<file path="src/rtl/core/cnt_pkg.sv">
`timescale 1ns / 1ps
// ----------------------------------------------------------------------------
// cnt_pkg
// shared types and widths for the cofactor normal transform pipeline
// ----------------------------------------------------------------------------
package cnt_pkg;

  localparam int IN_W         = 16;
  localparam int PROD_W       = 32;
  localparam int ADJ_W        = 33;
  localparam int VP_W         = 49;
  localparam int V_W          = 50;
  localparam int SH_W         = 6;
  localparam int MANT_W       = 16;
  localparam int SQ_W         = 2 * MANT_W;
  localparam int SUM_W        = SQ_W + 2;
  localparam int RHS_SHIFT    = 30;
  localparam int RHS_W        = SQ_W + RHS_SHIFT;
  localparam int ACC_W        = 68;
  localparam int Q_W          = 15;
  localparam int SEARCH_STEPS = 15;
  localparam int OUT_W        = 16;

  typedef struct packed {
    logic signed [IN_W-1:0] j00;
    logic signed [IN_W-1:0] j01;
    logic signed [IN_W-1:0] j02;
    logic signed [IN_W-1:0] j10;
    logic signed [IN_W-1:0] j11;
    logic signed [IN_W-1:0] j12;
    logic signed [IN_W-1:0] j20;
    logic signed [IN_W-1:0] j21;
    logic signed [IN_W-1:0] j22;
    logic signed [IN_W-1:0] n_x;
    logic signed [IN_W-1:0] n_y;
    logic signed [IN_W-1:0] n_z;
  } cnt_req_t;

  typedef struct packed {
    logic signed [OUT_W-1:0] out_x;
    logic signed [OUT_W-1:0] out_y;
    logic signed [OUT_W-1:0] out_z;
    logic                    zero_length;
  } cnt_rsp_t;

  typedef struct packed {
    logic                      valid;
    logic [2:0][V_W-1:0]       v;
  } cnt_vec_t;

  typedef struct packed {
    logic                      valid;
    logic                      zero;
    logic [2:0]                neg;
    logic [2:0][RHS_W-1:0]     rhs;
    logic [SUM_W-1:0]          s;
  } cnt_scl_t;

  typedef struct packed {
    logic                      valid;
    logic                      zero;
    logic [2:0]                neg;
    logic [2:0][Q_W-1:0]       q;
  } cnt_mag_t;

endpackage

</file>
<file path="src/rtl/core/cnt_scale.sv">
`timescale 1ns / 1ps
// ----------------------------------------------------------------------------
// cnt_scale
// magnitudes, max, shift to 16-bit mantissas, squares and their sum
// ----------------------------------------------------------------------------
module cnt_scale import cnt_pkg::*; (
  input  logic     clk_i,
  input  logic     rst_ni,
  input  cnt_vec_t vec_i,
  output cnt_scl_t scl_o
);

  logic [5:0]               valid_q;
  logic [V_W-1:0]           mag1_q [3], mag2_q [3], mag3_q [3];
  logic [2:0]               neg1_q, neg2_q, neg3_q, neg4_q, neg5_q, neg6_q;
  logic                     zero1_q, zero2_q, zero3_q, zero4_q, zero5_q, zero6_q;
  logic [V_W-1:0]           max2_q;
  logic [SH_W-1:0]          sh3_q;
  logic [MANT_W-1:0]        w4_q [3];
  logic [SQ_W-1:0]          sq5_q [3];
  logic [RHS_W-1:0]         rhs6_q [3];
  logic [SUM_W-1:0]         s6_q;
  logic [V_W-1:0]           max_d;
  logic [SH_W-1:0]          sh_d;

  always_comb begin
    max_d = mag1_q[0];
    if (mag1_q[1] > max_d) max_d = mag1_q[1];
    if (mag1_q[2] > max_d) max_d = mag1_q[2];
    sh_d = '0;
    for (int i = MANT_W; i < V_W; i++) begin
      if (max2_q[i]) sh_d = SH_W'(i - MANT_W + 1);
    end
  end

  always_ff @(posedge clk_i or negedge rst_ni) begin
    if (!rst_ni) begin
      valid_q <= '0;
    end else begin
      valid_q <= {valid_q[4:0], vec_i.valid};
    end
  end

  always_ff @(posedge clk_i) begin
    for (int c = 0; c < 3; c++) begin
      neg1_q[c] <= vec_i.v[c][V_W-1];
      mag1_q[c] <= vec_i.v[c][V_W-1] ? V_W'(-vec_i.v[c]) : vec_i.v[c];
      mag2_q[c] <= mag1_q[c];
      mag3_q[c] <= mag2_q[c];
      w4_q[c]   <= MANT_W'(mag3_q[c] >> sh3_q);
      sq5_q[c]  <= SQ_W'(w4_q[c]) * SQ_W'(w4_q[c]);
      rhs6_q[c] <= RHS_W'(sq5_q[c]) << RHS_SHIFT;
    end
    zero1_q <= (vec_i.v[0] == '0) && (vec_i.v[1] == '0) && (vec_i.v[2] == '0);
    max2_q  <= max_d;
    sh3_q   <= sh_d;
    s6_q    <= SUM_W'(sq5_q[0]) + SUM_W'(sq5_q[1]) + SUM_W'(sq5_q[2]);
    neg2_q  <= neg1_q;  neg3_q  <= neg2_q;  neg4_q  <= neg3_q;
    neg5_q  <= neg4_q;  neg6_q  <= neg5_q;
    zero2_q <= zero1_q; zero3_q <= zero2_q; zero4_q <= zero3_q;
    zero5_q <= zero4_q; zero6_q <= zero5_q;
  end

  always_comb begin
    scl_o.valid = valid_q[5];
    scl_o.zero  = zero6_q;
    scl_o.neg   = neg6_q;
    scl_o.s     = s6_q;
    for (int c = 0; c < 3; c++) begin
      scl_o.rhs[c] = rhs6_q[c];
    end
  end

endmodule

</file>
<file path="config.mk">
export PLATFORM = sky130hd
export DESIGN_NAME = cnt_scale
export DESIGN_NICKNAME = d
export VERILOG_FILES = /design/src/rtl/core/cnt_pkg.sv /design/src/rtl/core/cnt_scale.sv
export SDC_FILE = /design/constraint.sdc
export NUM_CORES = 2
export LEC_CHECK = 0
export BUFFER_PORTS_ARGS = -buffer_cell sky130_fd_sc_hd__buf_2
export CAP_MARGIN = 0
export CORE_MARGIN = 3
export CORE_UTILIZATION = 37
export DETAILED_ROUTE_END_ITERATION = 8
export PLACE_DENSITY = 0.64
export SLEW_MARGIN = 20
export SYNTH_ARGS = -nofsm -noshare
export SYNTH_HDL_FRONTEND = slang
export SYNTH_SLANG_ARGS = --single-unit
</file>
<file path="constraint.sdc">
create_clock -name clk_i -period 15.2 [get_ports clk_i]
set_clock_uncertainty 0.2 [all_clocks]
set_input_delay 0.76 -clock clk_i [delete_from_list [all_inputs] [get_ports clk_i]]
set_output_delay 0.76 -clock clk_i [all_outputs]
set_load 0.02 [all_outputs]
</file>
==> key figures <==
Clock tree
  – CTS tree: done
  – Max H-tree Level: 3
  – CTS Buf Count: 87
  – CTS resizes: 0
  – Clock-pin slew on the worst setup and hold paths: 0.07 ns
  – Deepest clock path buffer count: 3
  – Post-CTS Setup Inserts: 0
  – Skew-Pair Late Insertion Delay: 0.73 ns
  – Root Buffer: clkbuf_16
  – CTS Hold Bufs: 7
  – CTS sink cnt: 788

Synthesis
  – Post-synth EDFFs: 0
  – Post-synth top area share: approximately 29%
  – Count of cell types in the netlist: 72
  – Synth area leaders: dfxtp_1 (29%), fa_1 (20%), ha_1 (10%)
  – Sequential share of the synthesized area: between 20 and 30%
  – Syn avg cell area: 10.4 um2
  – Synth Register Bits: 788
  – Yosys top cell by area: dfxtp_1
  – Asr flop ratio synth: less than 1%
  – Top FF cell, synth: dfxtp_1
  – Cells after Synth: a little over 5,000
  – Yosys warns: 0
  – Mapped Area: 0.0534 mm2

Global routing
  – Initial antenna violation count: 5
  – Largest net degree at the start of global routing: 149
  – Tot GR Track Use: 19.0%
  – Vias in the first global route: 38,219
  – First-pass GRT wire length: 218 mm
  – Remaining Overflow, GRT: 0

Setup path
  – Most used cell, CP: fa_1
  – Crit-path slowest cell: dfxtp_1
  – CP Class: reg -> reg
  – Crit path from: w4_q[0][36]
  – Reg2reg end: sq5_q[0][93]
  – Critical path fanouts, max: 13
  – Slowest stage delay, CP: 0.70 ns
  – Worst path required time: 15.60 ns
  – CP Cell Sequence: inv_1 > nor2_1 > fa_1 > inv_1 > fa_1 > fa_1 > inv_1 > fa_1 > inv_1 > fa_1 > fa_1 > inv_1 > ha_1 > o21ai_0 > o31ai_1 > a41o_1 > a2111oi_0 > nor3_1 > a21oi_1 > o21bai_1 > xor2_1
  – Cell count of the worst reg-to-reg path: 21
  – Reg2reg setup slack: 7.78 ns
  – Crit path to: sq5_q[0][93]
  – Worst Path Arrival: 7.81 ns
  – Reg-to-Reg Start: w4_q[0][36]
  – Critical Path Sink Type: flop
  – Startpoint types: flop

STA
  – Final setup violation count: 0
  – RSZ-0062 raised after global routing: no
  – Final Critical Period: about 7.4 ns
  – Final Cycle Share: 48.8%
  – Worst-Margin Slew: 1.05 ns
  – Rel. slew slack: between 30% and 40%
  – Final hold vios: 0
  – Max Fclk: 135 MHz
  – Final slew viol count: 0
  – Setup TNS Final: 0 ns

Status
  – Violated checks: antenna rules
  – Outcome: finished with violations

Route
  – Drt via density: 4.96
  – 1st-pass router iterations: 5
  – Post-DR wirelength/cell: around 19 um
  – Iter 0 DRT Violations: 1,998
  – Vias: 36,314
  – Post-route antenna net violation count: 1
  – WL final: 140 mm
  – DRC: 0

Placed design
  – RD Place Congestion: approximately 0.92
  – Port Buffers: 284
  – HPWL Detailed: approximately 120 mm

Floorplan
  – Core box area: 0.142 mm2
  – Rows: 138
  – # IOs: 378
  – Die X-Extent: 386 um
  – Die area: between 0.1 and 0.15 mm2
  – Starting Density: around 37%
  – Die height: slightly below 400 um

Final layout
  – Final nets: 6,455
  – P&R area growth vs syn: 11.8%
  – Seq. cell area: 0.0158 mm2
  – Multi-input gate area: 0.0334 mm2
  – Most frequent cells in the layout: inv_1 (854), dfxtp_1 (776), fa_1 (524), ha_1 (431), nand2_1 (315)
  – Share of layout cells above drive strength 1: 12.3%
  – Fill count: roughly 14,000
  – Most common cell after layout, fill and taps aside: inv_1

Hold path
  – Min-Delay Path Class: in -> reg

Flow run
  – Max_cap viols: 0
-- layer usage --
layer  part of all wire [%]  track usage [%]  vias up
met2                     47             32.1     1141
li1                       -                -    17143
met3                    5.6             2.72      228
met5                      0                0        -
met1                     43             24.4    17802
met4                    4.3             7.93        0
-- through the flow --
step / utilization, % / instances / hold slack, ns / area [um2] / worst slack [ns]
after floorplan: - / 5202 / 0.110 / 53700 / 8.70
after global placement: 39.6 / 7141 / 0.112 / 56400 / 7.92
after detailed placement: 39.6 / 7141 / 0.112 / 56400 / 7.84
after CTS: 41.9 / 7309 / 0.00103 / 59600 / 7.76
after global routing: 41.9 / 7309 / 0.0264 / 59600 / 7.33
final: 41.9 / 7318 / 0.0554 / 59700 / 7.78
-- area by class of cell --
class	count	area share, %
Sequential cell	788	26.5
Clock buffer	107	3.94
Clock inverter	54	1.40
Tap cell	1890	3.96
Multi-Input combinational cell	3306	56.0
Antenna cell	9	0.0377
Inverter	855	5.38
Timing Repair Buffer	309	2.75
-- critical path, delay by kind of cell, from the launching register on --
family | cells | cell delay (ns)
xor gates and xnor gates | 1 | 0.15
AOI/OAI and AO/OA | 6 | 1.67
buffers and inverters | 5 | 0.54
and+or+nand+nor | 2 | 0.81
DFF | 1 | 0.70
adders and majority gates | 7 | 3.23
-- worst min path at each step --
| stage | startpoint | end | slack [ns] | cells after the start |
|---|---|---|---|---|
| after floorplan | mag2_q[0][0] | mag3_q[0][0] | 0.11 | 0 |
| after global placement | mag2_q[0][46] | mag3_q[0][46] | 0.11 | 0 |
| after detailed placement | mag2_q[0][123] | mag3_q[0][123] | 0.11 | 0 |
| after CTS | vec_i[114] | mag1_q[0][114] | 0.001 | 2 |
| after global routing | vec_i[62] | mag1_q[0][62] | 0.03 | 2 |
| final | vec_i[135] | mag1_q[0][135] | 0.06 | 2 |
-- cell usage after synthesis (6+ instances only) --
| master | n |
|---|---|
| nand2b_1 | 28 |
| buf_1 | 26 |
| a211oi_1 | 33 |
| dfxtp_1 | 782 |
| or3_1 | 18 |
| o221ai_1 | 15 |
| a21o_1 | 98 |
| nor3_1 | 24 |
| o21a_1 | 15 |
| clkbuf_1 | 132 |
| nor2b_1 | 48 |
| o22ai_1 | 31 |
| xnor2_1 | 231 |
| a211o_1 | 6 |
| and2_1 | 164 |
| o21bai_1 | 17 |
| xor2_1 | 43 |
| mux2_2 | 20 |
| mux2i_1 | 227 |
| or2_2 | 19 |
| mux4_2 | 151 |
| a21boi_0 | 6 |
| dfrtp_1 | 6 |
| a21oi_1 | 170 |
| a31oi_1 | 12 |
| inv_1 | 854 |
| nand3_1 | 40 |
| ha_1 | 431 |
| nor2_1 | 178 |
| and3_1 | 15 |
| nand4_1 | 25 |
| o211ai_1 | 9 |
| nor4_1 | 12 |
| o31ai_1 | 45 |
| o41ai_1 | 24 |
| nand2_1 | 316 |
| or4_1 | 20 |
| and4_1 | 6 |
| buf_4 | 95 |
| o21ai_0 | 120 |
| fa_1 | 524 |
| a221oi_1 | 9 |
-- flip-flops by register name, summed over array words and instances (netlist names), 6 cells and up --
| signal | count |
|---|---|
| valid_q | 6 |
| rhs6_q | 93 |
| w4_q | 48 |
| mag2_q | 150 |
| mag3_q | 150 |
| s6_q | 34 |
| sh3_q | 6 |
| mag1_q | 150 |
| max2_q | 34 |
| sq5_q | 93 |
-- kinds of logic (layout without fill, tap and decap cells) --
group           after synthesis  in the layout  share of synthesized area (%)
buf+inv                    1108           1325                           8.46
fa+ha+maj                   955            955                           29.8
simple gates                934            934                           8.66
flops                       788            788                           29.6
compound gates              649            649                           7.94
mux                         398            398                           11.1
xor+xnor                    274            274                           4.50
other cells                   1            105                        0.00703
Power is left out: the tool's default activity adds up to more than one toggle a clock period on the data nets, which glitch-free logic cannot reach.
